### config.mk
export PLATFORM = sky130hd
export DESIGN_NAME = acpu_io
export DESIGN_NICKNAME = d
export VERILOG_FILES = /design/src/rtl/core/acpu_pkg.sv /design/src/rtl/core/acpu_io.sv
export SDC_FILE = /design/constraint.sdc
export NUM_CORES = 1
export LEC_CHECK = 0
export BUFFER_PORTS_ARGS = -buffer_cell sky130_fd_sc_hd__buf_2
export CAP_MARGIN = 20
export CORE_UTILIZATION = 45
export DETAILED_ROUTE_END_ITERATION = 10
export PLACE_DENSITY = 0.57
export REMOVE_ABC_BUFFERS = 1
export SETUP_SLACK_MARGIN = 0.02
export SLEW_MARGIN = 0
export SYNTH_ARGS = -nofsm -noshare
export SYNTH_HDL_FRONTEND = slang
export SYNTH_SLANG_ARGS = --single-unit
### constraint.sdc
create_clock -name clk -period 2.2 [get_ports clk]
set_clock_uncertainty 0.2 [all_clocks]
set_input_delay 0.11 -clock clk [delete_from_list [all_inputs] [get_ports clk]]
set_output_delay 0.11 -clock clk [all_outputs]
set_load 0.005 [all_outputs]
### src/rtl/core/acpu_pkg.sv
// ----------------------------------------------------------------------------
// acpu_pkg: shared types and constants of the accumulator processor
// Holds operation codes, instruction opcodes, flag bit positions and the
// request/result structs passed between the sequencer, stores and ALU.
// ----------------------------------------------------------------------------
package acpu_pkg;

	// Store geometry (depths are powers of two)
	localparam int MEM_DEPTH = 2048;
	localparam int IO_DEPTH  = 32;
	localparam int MEM_AW    = $clog2(MEM_DEPTH);
	localparam int IO_AW     = $clog2(IO_DEPTH);

	// Field widths
	localparam int PC_W  = 11;
	localparam int DW    = 8;
	localparam int OPC_W = 5;
	localparam int FL_W  = 4;

	// Flag bit positions
	localparam int FL_ZERO  = 0;
	localparam int FL_CARRY = 1;
	localparam int FL_SIGN  = 2;
	localparam int FL_OVER  = 3;

	// Item operations
	typedef enum logic [1:0] {
		OP_LOAD = 2'd0,
		OP_READ = 2'd1,
		OP_EXEC = 2'd2,
		OP_IORD = 2'd3
	} op_t;

	// Instruction opcodes
	typedef enum logic [OPC_W-1:0] {
		OPC_WM   = 5'h01,
		OPC_RM   = 5'h02,
		OPC_BR   = 5'h03,
		OPC_RIO  = 5'h04,
		OPC_WIO  = 5'h05,
		OPC_WB   = 5'h06,
		OPC_WIB  = 5'h07,
		OPC_WACC = 5'h09,
		OPC_RACC = 5'h0B,
		OPC_SWAP = 5'h0E,
		OPC_BRLT = 5'h11,
		OPC_BRGT = 5'h12,
		OPC_BRNE = 5'h13,
		OPC_BRE  = 5'h14,
		OPC_SHR  = 5'h15,
		OPC_SHL  = 5'h16,
		OPC_XOR  = 5'h17,
		OPC_NOT  = 5'h18,
		OPC_OR   = 5'h19,
		OPC_AND  = 5'h1A,
		OPC_MUL  = 5'h1B,
		OPC_SUB  = 5'h1D,
		OPC_ADD  = 5'h1E,
		OPC_EOP  = 5'h1F
	} opc_t;

	// Sequencer states
	typedef enum logic [2:0] {
		ST_IDLE,
		ST_ISSUE,
		ST_FETCH_LO,
		ST_DECODE,
		ST_RDWAIT,
		ST_RESP
	} state_t;

	// Main store port request
	typedef struct packed {
		logic              en;
		logic              we;
		logic [MEM_AW-1:0] addr;
		logic [DW-1:0]     wdata;
	} mem_req_t;

	// I/O store port request
	typedef struct packed {
		logic             we;
		logic [IO_AW-1:0] addr;
		logic [DW-1:0]    wdata;
	} io_req_t;

	// ALU result
	typedef struct packed {
		logic [DW-1:0]   acc;
		logic [FL_W-1:0] flags;
		logic            take;
	} alu_res_t;

endpackage

### src/rtl/core/acpu_io.sv
// ----------------------------------------------------------------------------
// acpu_io: I/O byte store
// Small register file cleared at reset, one address shared by write and read.
// ----------------------------------------------------------------------------
module acpu_io import acpu_pkg::*; (
	input  logic          clk,
	input  logic          arst_n,
	input  io_req_t       req,
	output logic [DW-1:0] rdata
);

	logic [DW-1:0] regs_q [IO_DEPTH];

	// Clear at reset, write on request
	always_ff @(posedge clk or negedge arst_n) begin
		if (!arst_n) begin
			for (int i = 0; i < IO_DEPTH; i++) begin
				regs_q[i] <= '0;
			end
		end else if (req.we) begin
			regs_q[req.addr] <= req.wdata;
		end
	end

	// Read the addressed byte
	assign rdata = regs_q[req.addr];

endmodule

======== Word-level counts from Yosys, hierarchy flattened ========
Index checks and enable logic that the tools add are counted.
cells by class
  $lt $le $gt $ge ......................... 2
  mux-type cells .......................... 6
  reductions and logical operators ........ 1
  bitwise gates (word level) .............. 1
operator list
  kind                count
  $bwmux 256          1
  $bmux 8 s5          1
  $demux 8 s5         1
  $mux 8              3
  $ge 6x6->1 const B  1
  $lt 6x1->1 const B  1
  $not 5->6           1
  $logic_and 1x1->1   1
storage, ports and cells
  input port bits ......................... 16
  register bits ........................... 256

======== Logic depth before layout (Yosys ltp) ========
  depth in word-level cells ............... 6
  mapped depth ............................ 7
  depth with buffers taken out ............ 4

======== Worst setup path after synthesis ========
Ideal clock, no wire load.
  path type ............................... input to output
  from .................................... in req[8] (netlist name)
  to ...................................... out rdata[7]
  setup slack ............................. 0.468 ns
  cell stages on the path ................. 7
  arrival ................................. 1.422 ns
  cell sequence ........................... buf_2 clkbuf_1 buf_2 mux2i_1 o22ai_1 nor4_1 nand2_1
on the way
  longest elaborated chain between the ends .. 4
ends and longest elaborated chain
  element                                    RTL line       text
  from (decl)                                acpu_io.sv:8   input io_req_t req,
  $not 5->6 (implied by the code)            acpu_io.sv:26  assign rdata = regs_q[req.addr];
  $bmux 8 s5                                 acpu_io.sv:26
  $mux 8 (implied by the code) (2 in a row)  acpu_io.sv:26
  to (decl)                                  acpu_io.sv:9   output logic [DW-1:0] rdata
Every way passes these cells. The select of a mux whose other input is x is not followed.

======== Worst setup path in the final report ========
  from .................................... in req[10] (netlist name)
  to ...................................... out rdata[3]
Same word-level chain as after synthesis.

==> flow_summary.json <==
{
  "wl_met2_mm": 14.1,
  "numCtsBuffers": 29,
  "first_pass_iters": 7,
  "dr_wl_met3_mm": 1.15,
  "final_nets": 923,
  "synth-seq-cells": 256,
  "vias": 7382,
  "antenna_found_initial": 0,
  "maxSlewHeadroom_pct": 48.0,
  "synthMostInstantiatedCell": "dfrtp_1",
  "finalWorstSetupSlack_ns": -0.0482,
  "final_cells": 1263,
  "dpl.hpwl_mm": 20.4,
  "synth_top_area_share_pct": 53.4,
  "grt_pass1_vias": 7941,
  "grt_pass1_wl_mm": 47.6,
  "drive_gt1_share_pct": 48.1,
  "r2r_setup_slack_ns": 1.11,
  "fin_crit_sh_pct": 102,
  "wl_per_cell_um": 24.1,
  "wl_met1_mm": 14.4,
  "io_buffers": 23,
  "rows": 59,
  "setup_viol": 5,
  "cts_sinks": 256,
  "synth_flop_cell": "dfrtp_1",
  "max_clock_freq_mhz": 445,
  "dr.max_layer_used": "met4",
  "cts_max_path_buffers": 3,
  "yosysTopAreaCell": "dfrtp_1",
  "ys_warn_count": 0,
  "syn_to_final_growth_pct": 17.7,
  "reg.largest.list": "regs_q (256)",
  "min_path_type": "input pin to flop",
  "n_fill_cell": 2140,
  "cp_data_arrival_time_ns": 1.94,
  "rsz0062_at_grt": "true",
  "grt_usage_pct": 23.3,
  "place_congestion": 0.822,
  "drt-total-wl_mm": 30.5,
  "ant_nets": 0,
  "dieArea_um2": 27300,
  "grt_overflow": 0,
  "p_per_area_nw_per_um2": 925,
  "maxSlewViolCount": 0,
  "crit_path_end_kind": "primary output",
  "synth.distinct_cells": 34,
  "place_inst": 1212,
  "ys_top_cells_by_area": "dfrtp_1 (53%), mux2_2 (23%), mux2i_1 (11%), o22ai_1 (3.3%), mux2_1 (1.0%)",
  "startpoint_type": "input pin",
  "grt_max_degree": 73,
  "outcome": "complete, but fails checks",
  "synth_edf_count": 0,
  "largest-register": "regs_q",
  "initialDrtViolationCount": 367,
  "ys_seq_area_share_pct": 53.4,
  "fin_util_pct": 54.0,
  "total_leakage_power_nw": 6.45,
  "avgViaCountPerCell": 5.84,
  "core_um2": 26100,
  "crit_required_ns": 1.89,
  "crit_type": "input pin to primary output",
  "ctsHtreeMaxLevel": 1,
  "clock_latency_ns": 0.53,
  "crit_path_max_fanout": 10,
  "tightest_slew_ns": 0.780,
  "die_w_um": 165,
  "ios": 24,
  "clk_pin_slew_ns": 0.06,
  "syn_inst": 856,
  "initial_core_util_pct": 45.9,
  "diodes": 0,
  "setup_tns_ns": -0.125,
  "vdd_drop_max_mv": 0.501,
  "cts-root-buf": "clkbuf_16",
  "drc_errors": 8,
  "violations": "DRC, setup timing",
  "synth-async-reset-ratio_pct": 100,
  "largest_reg_flops": 256,
  "hold_violations": 0,
  "cts_tree": "built",
  "syn-mean-instance-area_um2": 14.0,
  "cap_viol_max_count": 0,
  "synth_commonest_cells": "dfrtp_1 (256), mux2_2 (245), mux2i_1 (128)",
  "synth.cell_area_um2": 12000,
  "fp.dieH_um": 165,
  "final.min_clock_period_ns": 2.25
}
[kinds of logic (layout without fill, tap and decap cells)]
logic type,Yosys count,after routing,synth area share [%]
multiplexers,384,384,34.7
flip-flops,256,256,53.4
AND/OR/NAND/NOR,89,89,6.03
AO/OA/AOI/OAI,64,64,3.34
buffers and inverters,63,135,2.49
[what timing repair did]
item	4_1_cts	5_1_grt
hold endpoints to repair	256	0
hold buffers	2	0
gates resized for setup	40	16
pin swaps	19	12
setup buffers	0	1
setup endpoints to repair	8	8
[critical path, stage by stage]
cell and delay [ns]:
buf_2 0.17, buf_4 0.19, or4b_1 0.70, o22ai_1 0.35
nor4_4 0.08, buf_4 0.16, nand2_2 0.08, buf_6 0.09
[worst paths after layout]
| check | cells past startpoint | endpoint | start |
|---|---|---|---|
| min reg2reg | 1 | regs_q[4] | regs_q[4] |
| min | 4 | regs_q[128] | req[13] |
| max | 8 | rdata[3] | req[10] |
| max reg2reg | 2 | regs_q[20] | regs_q[20] |
| min in group asynchronous | 3 | regs_q[145] | arst_n |
| max in group asynchronous | 4 | regs_q[97] | arst_n |
[area by class of cell]
type	instances	area, µm²	area share [%]
Clock inverter	10	130	0.922
Timing Repair Buffer	83	718	5.09
Tap cell	335	419	2.97
Sequential cell	256	6410	45.4
Multi-Input combinational cell	537	5600	39.7
Clock buffer	42	835	5.91
[routing by layer]
metal | up-vias | global-route usage [%]
met1 | 3916 | 33.0
met5 | - | 0
met3 | 57 | 3.60
met4 | 0 | 7.67
li1 | 3277 | -
met2 | 132 | 36.6
[placed cells by master (no fill, tap or decap), types with 3 or more instances in the layout]
master     instances
nand3_2            4
nor3b_2            3
nor2_2             4
clkbuf_8           6
nor4_1             3
mux2i_1          118
buf_4             49
mux2i_2            9
dfrtp_1          256
clkbuf_16         29
nor3_4             4
buf_2             18
mux2_2           245
nand2_1           14
nand4bb_1          6
buf_12             9
nand2_2            8
nand4b_1           4
o22ai_1           50
clkinv_2           5
clkbuf_1           7
o22ai_2           13
buf_6              4
nor2_4             9
nor4_2             4
bufinv_16          3
mux2_1            11
nor4_4             9
[report_power, final]
| part | internal (mW) | total (mW) | switching (mW) |
|---|---|---|---|
| Sequential | 5.63 | 6.12 | 0.486 |
| Clock | 2.96 | 4.82 | 1.86 |
| Combinational | 1.17 | 2.12 | 0.953 |
| Total | 9.76 | 13.1 | 3.30 |
[stage by stage]
step	hold slack (ns)	setup slack, ns	total power [mW]	instance area [µm²]
floorplan	-0.386	0.558	7.30	11700
global route	0.104	-0.131	13.6	14100
detailed placement	-0.0659	-0.224	8.17	12800
CTS	0.0849	-0.104	13.1	14000
global placement	-0.0807	-0.229	8.03	12800
finish	0.0862	-0.0482	13.1	14100
Power figures use the tool's default switching activity.
