File: config.mk
export PLATFORM = sky130hd
export DESIGN_NAME = acpu_alu
export DESIGN_NICKNAME = d
export VERILOG_FILES = /design/src/rtl/core/acpu_pkg.sv /design/src/rtl/core/acpu_alu.sv
export SDC_FILE = /design/constraint.sdc
export NUM_CORES = 1
export LEC_CHECK = 0
export ABC_AREA = 1
export BUFFER_PORTS_ARGS = -buffer_cell sky130_fd_sc_hd__buf_4
export CAP_MARGIN = 20
export CORE_MARGIN = 2
export CORE_UTILIZATION = 35
export DETAILED_ROUTE_END_ITERATION = 8
export SYNTH_ARGS = -nofsm -noshare
export SYNTH_HDL_FRONTEND = slang
export SYNTH_SLANG_ARGS = --single-unit
File: constraint.sdc
create_clock -name vclk -period 11.44
set_input_delay 0.572 -clock vclk [all_inputs]
set_output_delay 0.572 -clock vclk [all_outputs]
set_load 0.1 [all_outputs]
File: src/rtl/core/acpu_pkg.sv
// ----------------------------------------------------------------------------
// acpu_pkg: shared types and constants of the accumulator processor
// Holds operation codes, instruction opcodes, flag bit positions and the
// request/result structs passed between the sequencer, stores and ALU.
// ----------------------------------------------------------------------------
package acpu_pkg;

	// Store geometry (depths are powers of two)
	localparam int MEM_DEPTH = 2048;
	localparam int IO_DEPTH  = 32;
	localparam int MEM_AW    = $clog2(MEM_DEPTH);
	localparam int IO_AW     = $clog2(IO_DEPTH);

	// Field widths
	localparam int PC_W  = 11;
	localparam int DW    = 8;
	localparam int OPC_W = 5;
	localparam int FL_W  = 4;

	// Flag bit positions
	localparam int FL_ZERO  = 0;
	localparam int FL_CARRY = 1;
	localparam int FL_SIGN  = 2;
	localparam int FL_OVER  = 3;

	// Item operations
	typedef enum logic [1:0] {
		OP_LOAD = 2'd0,
		OP_READ = 2'd1,
		OP_EXEC = 2'd2,
		OP_IORD = 2'd3
	} op_t;

	// Instruction opcodes
	typedef enum logic [OPC_W-1:0] {
		OPC_WM   = 5'h01,
		OPC_RM   = 5'h02,
		OPC_BR   = 5'h03,
		OPC_RIO  = 5'h04,
		OPC_WIO  = 5'h05,
		OPC_WB   = 5'h06,
		OPC_WIB  = 5'h07,
		OPC_WACC = 5'h09,
		OPC_RACC = 5'h0B,
		OPC_SWAP = 5'h0E,
		OPC_BRLT = 5'h11,
		OPC_BRGT = 5'h12,
		OPC_BRNE = 5'h13,
		OPC_BRE  = 5'h14,
		OPC_SHR  = 5'h15,
		OPC_SHL  = 5'h16,
		OPC_XOR  = 5'h17,
		OPC_NOT  = 5'h18,
		OPC_OR   = 5'h19,
		OPC_AND  = 5'h1A,
		OPC_MUL  = 5'h1B,
		OPC_SUB  = 5'h1D,
		OPC_ADD  = 5'h1E,
		OPC_EOP  = 5'h1F
	} opc_t;

	// Sequencer states
	typedef enum logic [2:0] {
		ST_IDLE,
		ST_ISSUE,
		ST_FETCH_LO,
		ST_DECODE,
		ST_RDWAIT,
		ST_RESP
	} state_t;

	// Main store port request
	typedef struct packed {
		logic              en;
		logic              we;
		logic [MEM_AW-1:0] addr;
		logic [DW-1:0]     wdata;
	} mem_req_t;

	// I/O store port request
	typedef struct packed {
		logic             we;
		logic [IO_AW-1:0] addr;
		logic [DW-1:0]    wdata;
	} io_req_t;

	// ALU result
	typedef struct packed {
		logic [DW-1:0]   acc;
		logic [FL_W-1:0] flags;
		logic            take;
	} alu_res_t;

endpackage

File: src/rtl/core/acpu_alu.sv
// ----------------------------------------------------------------------------
// acpu_alu: shared arithmetic and logic unit
// Computes the new accumulator, flags and branch decision for one opcode.
// ----------------------------------------------------------------------------
module acpu_alu import acpu_pkg::*; (
	input  logic [OPC_W-1:0] opc,
	input  logic [DW-1:0]    acc,
	input  logic [DW-1:0]    mbr,
	input  logic [FL_W-1:0]  flags,
	output alu_res_t         res
);

	logic [DW:0]     sum;
	logic [DW:0]     diff;
	logic [2*DW-1:0] prod;
	logic [DW-1:0]   neg;
	logic [DW-1:0]   logic_r;
	logic [FL_W-1:0] full_fl;
	logic [DW-1:0]   full_r;
	logic            full_c;

	// Arithmetic results with carry out
	always_comb begin
		neg  = DW'(0) - mbr;
		sum  = {1'b0, acc} + {1'b0, mbr};
		diff = {1'b0, acc} + {1'b0, neg};
		prod = acc * mbr;
	end

	// Select the arithmetic result for the full flag update
	always_comb begin
		case (opc)
			OPC_MUL: begin
				full_r = prod[DW-1:0];
				full_c = |prod[2*DW-1:DW];
			end
			OPC_ADD: begin
				full_r = sum[DW-1:0];
				full_c = sum[DW];
			end
			default: begin
				full_r = diff[DW-1:0];
				full_c = diff[DW];
			end
		endcase
		full_fl            = '0;
		full_fl[FL_ZERO]   = (full_r == '0);
		full_fl[FL_CARRY]  = full_c;
		full_fl[FL_OVER]   = full_c;
		full_fl[FL_SIGN]   = full_r[DW-1];
	end

	// Produce accumulator, flags and branch decision
	always_comb begin
		res       = '0;
		res.acc   = acc;
		res.flags = flags;
		logic_r   = acc;
		case (opc)
			OPC_BRLT, OPC_BRGT, OPC_BRNE, OPC_BRE, OPC_SUB, OPC_MUL, OPC_ADD: begin
				res.acc   = full_r;
				res.flags = full_fl;
				case (opc)
					OPC_BRLT: res.take = full_fl[FL_SIGN];
					OPC_BRGT: res.take = !full_fl[FL_SIGN] && !full_fl[FL_ZERO];
					OPC_BRNE: res.take = !full_fl[FL_ZERO];
					OPC_BRE:  res.take = full_fl[FL_ZERO];
					default:  res.take = 1'b0;
				endcase
			end
			OPC_SHR: begin
				res.flags[FL_CARRY] = acc[0];
				res.acc             = acc >> 1;
			end
			OPC_SHL: begin
				res.flags[FL_CARRY] = acc[DW-1];
				res.acc             = acc << 1;
			end
			OPC_XOR, OPC_NOT, OPC_OR, OPC_AND: begin
				case (opc)
					OPC_XOR: logic_r = acc ^ mbr;
					OPC_NOT: logic_r = ~acc;
					OPC_OR:  logic_r = acc | mbr;
					default: logic_r = acc & mbr;
				endcase
				res.acc            = logic_r;
				res.flags[FL_ZERO] = (logic_r == '0);
			end
			default: begin
				res.acc = acc;
			end
		endcase
	end

endmodule

**Word level (Yosys, flattened, before mapping)**

Cells that the tools add are included.

- Word-level logic and storage cells: 39
- Bits in registers: 0
- Input bits: 25

- $add $sub $neg: 3
- Equal/unequal tests: 13
- Mux-type cells: 10
- Reductions and logical operators: 8
- Bitwise logic cells: 4
- Multiply operators: 1

Operator list:

| kind | count |
|---|---|
| $eq A5 B5 Y1 const B | 13 |
| $pmux W8 S4 | 1 |
| $pmux W8 S3 | 1 |
| $add A8 B8 Y9 | 2 |
| $logic_not A8 Y1 | 2 |
| $mul A8 B8 Y16 | 1 |
| $pmux W8 S2 | 1 |
| $and A8 B8 Y8 | 1 |
| $mux W8 | 1 |
| $not A8 Y8 | 1 |
| $or A8 B8 Y8 | 1 |
| $reduce_or A8 Y1 | 1 |
| $sub A1 B8 Y8 const A | 1 |
| $xor A8 B8 Y8 | 1 |
| $reduce_or A7 Y1 | 1 |
| $pmux W1 S2 | 2 |
| $pmux W1 S4 | 1 |
| $reduce_or A4 Y1 | 1 |
| $pmux W1 S3 | 1 |
| $logic_not A1 Y1 | 2 |
| $mux W2 | 1 |
| $logic_and A1 B1 Y1 | 1 |
| $mux W1 | 1 |

**Longest topological paths before layout**

- Depth in word-level cells: 8
- Depth in mapped cells: 26

**Least setup slack after synthesis**

No wires, ideal clock.

- Path kind: in2out
- Start: input acc[1]
- End: output res[12] (netlist name)
- Stages: 17
- Data required time: 10.868 ns
- Path buffers: 1
- Path slack: 5.809 ns
- Arrival: 5.059 ns
- Cells stage by stage: clkbuf_1 -> nand2_1 -> fa_1 -> inv_1 -> fa_1 -> inv_1 -> fa_1 -> fa_1 -> inv_1 -> ha_1 -> or2_1 -> and2_1 -> or2_1 -> nand3_1 -> nand3_1 -> nand2_1 -> o2111ai_1

RTL lines:

| item | RTL line | RTL |
|---|---|---|
| start, declared | acpu_alu.sv:7 | `input logic [DW-1:0] acc,` |
| end, declared | acpu_alu.sv:10 | `output alu_res_t res` |

==> PnR_summary.wiki <==
{| class="wikitable"
! Metric !! Value
|-
| Initial core utilization || 0.357
|-
| Critical Setup Path Class || primary input to primary output
|-
| GR met1 Demand/Resource || 0.287
|-
| Status || finished clean
|-
| Crit start category || primary input
|-
| Routed Wire Length || 12000 um
|-
| Largest fanout on the critical path || 12
|-
| Cell types with the highest counts after synthesis || sky130_fd_sc_hd__nand2_1, sky130_fd_sc_hd__inv_1, sky130_fd_sc_hd__ha_1
|-
| Global-route met2 utilization || 0.293
|-
| Yosys top cell area share || 0.200
|-
| Internal power consumption || 0.166 mW
|-
| Crit path largest cell delay || 540 ps
|-
| Hold_buf cts || 0
|-
| Minimum hold slack || 1570 ps
|-
| Total of clock buffers placed in the layout || 0
|-
| Switching Fraction || 0.656
|-
| Total setup buffers inserted after CTS || 0
|-
| Pwr Density || 104 mW/mm2
|-
| Antenna Nets Post-Route || 0
|-
| Most area-consuming cells after synthesis || sky130_fd_sc_hd__nand2_1, sky130_fd_sc_hd__fa_1, sky130_fd_sc_hd__ha_1
|-
| Register area || 0 um2
|-
| First drt pass iteration count || 6
|-
| Routed via count || 4413
|-
| List of cells traversed by the critical path || buf_4, ha_1, inv_1, fa_1, inv_1, ha_1, inv_1, fa_1, fa_1, inv_1, ha_1, or2_1, and2_1, or2_1, nand3_1, nand3_1, nor2_1, nand3b_1, nand3_1, buf_4
|-
| Worst Path Required || 10870 ps
|-
| Average cell area after synthesis || 5.91 um2
|-
| Setup repair after global routing missed its margin || no
|-
| Routability Congestion || 0.950
|-
| Worst-path cell with the longest stage delay || sky130_fd_sc_hd__fa_1
|-
| Share of cells above drive strength 1 || 0.0769
|-
| Routed WL per cell || 13.5 um
|-
| Layout Area Growth over Synthesis || 9.09%
|-
| Mapped Nets || 845
|-
| Flip-flop and latch count || 0
|-
| Endpoint type of the worst setup path || primary output
|-
| Placed insts || 888
|-
| Diodes inserted || 0
|-
| GRT Residual Overflow || 0
|-
| Vertical die dimension || 114 um
|-
| Final period utilization || 0.493
|-
| Area of the die || 0.0131 mm2
|-
| Number of cell rows || 40
|-
| Final-report max-slew violation count || 0
|-
| Final non-filler cell total || 888
|-
| Total power || 0.482 mW
|-
| Crit path top cell by count || sky130_fd_sc_hd__inv_1
|-
| Sequential fraction of the synthesis area || 0
|-
| Post-synthesis cell area || 0.00427 mm2
|-
| Final worst path period need || 5640 ps
|-
| Data arrival at the endpoint of the critical path || 5070 ps
|-
| Most frequent cell after synthesis || sky130_fd_sc_hd__nand2_1
|-
| Hold path cells || 4
|-
| Max-cap violation count || 0
|-
| Count of input and output buffers || 38
|-
| Horiz. Die Dim || 114 um
|-
| Number of failing setup endpoints in the final timing report || 0
|-
| GRT Resource Usage Total || 0.188
|-
| Synthesized instance count || 722
|-
| Final hold violation count || 0
|-
| I/O pin cnt || 38
|-
| Most heavily used metal layer in global routing || met2
|-
| Routed via count divided by cell count || 4.97
|-
| Placeable core region || 0.0120 mm2
|-
| Final HPWL DP || 10100 um
|-
| Wire length of the first global-routing pass || 20100 um
|-
| Post-CTS Resized || 0
|-
| Share of total power in the clock network || 0
|-
| Maximum frequency from static timing analysis || 177 MHz
|-
| Switching component of the power || 0.316 mW
|-
| Slew headroom || 0.501
|-
| Final core utilization || 0.389
|-
| Logic pwr share || 1.000
|-
| Nets || 866
|-
| Biggest area consumer among synthesized cells || sky130_fd_sc_hd__nand2_1
|-
| Fill cell count || 1350
|-
| Leak pwr || 2.82 nW
|-
| Initial antenna violation count || 0
|-
| Vias in the first global route || 4016
|-
| Yosys warning total || 0
|-
| DRC violation total after the first TritonRoute iteration || 399
|-
| Type of the tightest min-delay check || primary input to primary output
|-
| Number of remaining DRC errors || 0
|-
| Aggregate negative setup slack || 0 ps
|-
| Synth unique cells || 39
|-
| Worst IR drop on VDD || 0.0776 mV
|-
| Global routing usage on met3 || 0.0164
|-
| Share of total power in sequential cells || 0
|-
| Maximum number of pins on one net before global-route repair || 14
|-
| Tightest Pin Transition || 746 ps
|}
-- final timing paths --
check | from | end | slack [ps]
worst max-delay path | acc[3] | res[0] | 5800
worst min-delay path | flags[2] | res[3] | 1570
-- power groups by stage --
stage	Clock [mW]	Sequential [mW]	Combinational (mW)
after floorplan	0	0	0.381
after global placement	0	0	0.483
after detailed placement	0	0	0.481
after CTS	0	0	0.485
after global routing	0	0	0.554
final	0	0	0.482
-- cells by family (layout without fill, tap and decap cells) --
kind of cell | Yosys count | in the layout | synth area share
simple gates | 366 | 366 | 0.373
buf+inv | 191 | 210 | 0.170
fa+ha+maj | 98 | 98 | 0.354
compound gates | 56 | 56 | 0.0797
xor+xnor | 10 | 10 | 0.0205
mux | 1 | 1 | 0.00234
-- final cells by class --
| type | count | area, um2 | share of cell area |
|---|---|---|---|
| Inverter | 172 | 646 | 0.139 |
| Multi-Input combinational cell | 531 | 3540 | 0.761 |
| Tap cell | 147 | 184 | 0.0395 |
| Timing Repair Buffer | 38 | 285 | 0.0613 |
-- worst max-delay path, delay by kind of cell --
kind | cells | cell delay [ps]
adder cells (fa/ha/maj) | 6 | 2390
buffers and inverters | 6 | 690
AND/OR/NAND/NOR | 8 | 1410
-- layer usage --
metal	vias up	part of all wire
li1	2249	-
met5	-	0
met3	8	0.066
met2	135	0.43
met1	2021	0.49
met4	0	0.013
-- placed cells by master, fill, tap and decap left out, types with 3 or more instances in the layout --
cell type,n
sky130_fd_sc_hd__o21ai_0,9
sky130_fd_sc_hd__or2_1,3
sky130_fd_sc_hd__a21oi_1,23
sky130_fd_sc_hd__or2_2,3
sky130_fd_sc_hd__buf_4,38
sky130_fd_sc_hd__nor2_1,41
sky130_fd_sc_hd__inv_1,169
sky130_fd_sc_hd__o22ai_1,7
sky130_fd_sc_hd__nand3_1,51
sky130_fd_sc_hd__nand4_1,13
sky130_fd_sc_hd__nand3b_1,8
sky130_fd_sc_hd__fa_1,38
sky130_fd_sc_hd__xnor2_1,4
sky130_fd_sc_hd__ha_1,60
sky130_fd_sc_hd__nand2_1,227
sky130_fd_sc_hd__nor2_2,3
sky130_fd_sc_hd__xor2_1,6
sky130_fd_sc_hd__a31oi_1,3
sky130_fd_sc_hd__nor3_1,8
-- stage by stage --
step / instance area (um2) / setup slack [ps]
after floorplan: 4270 / 5810
after global placement: 4660 / 5880
after detailed placement: 4660 / 5840
after CTS: 4660 / 5830
after global routing: 4660 / 5570
final: 4660 / 5800
Power figures use the tool's default switching activity.
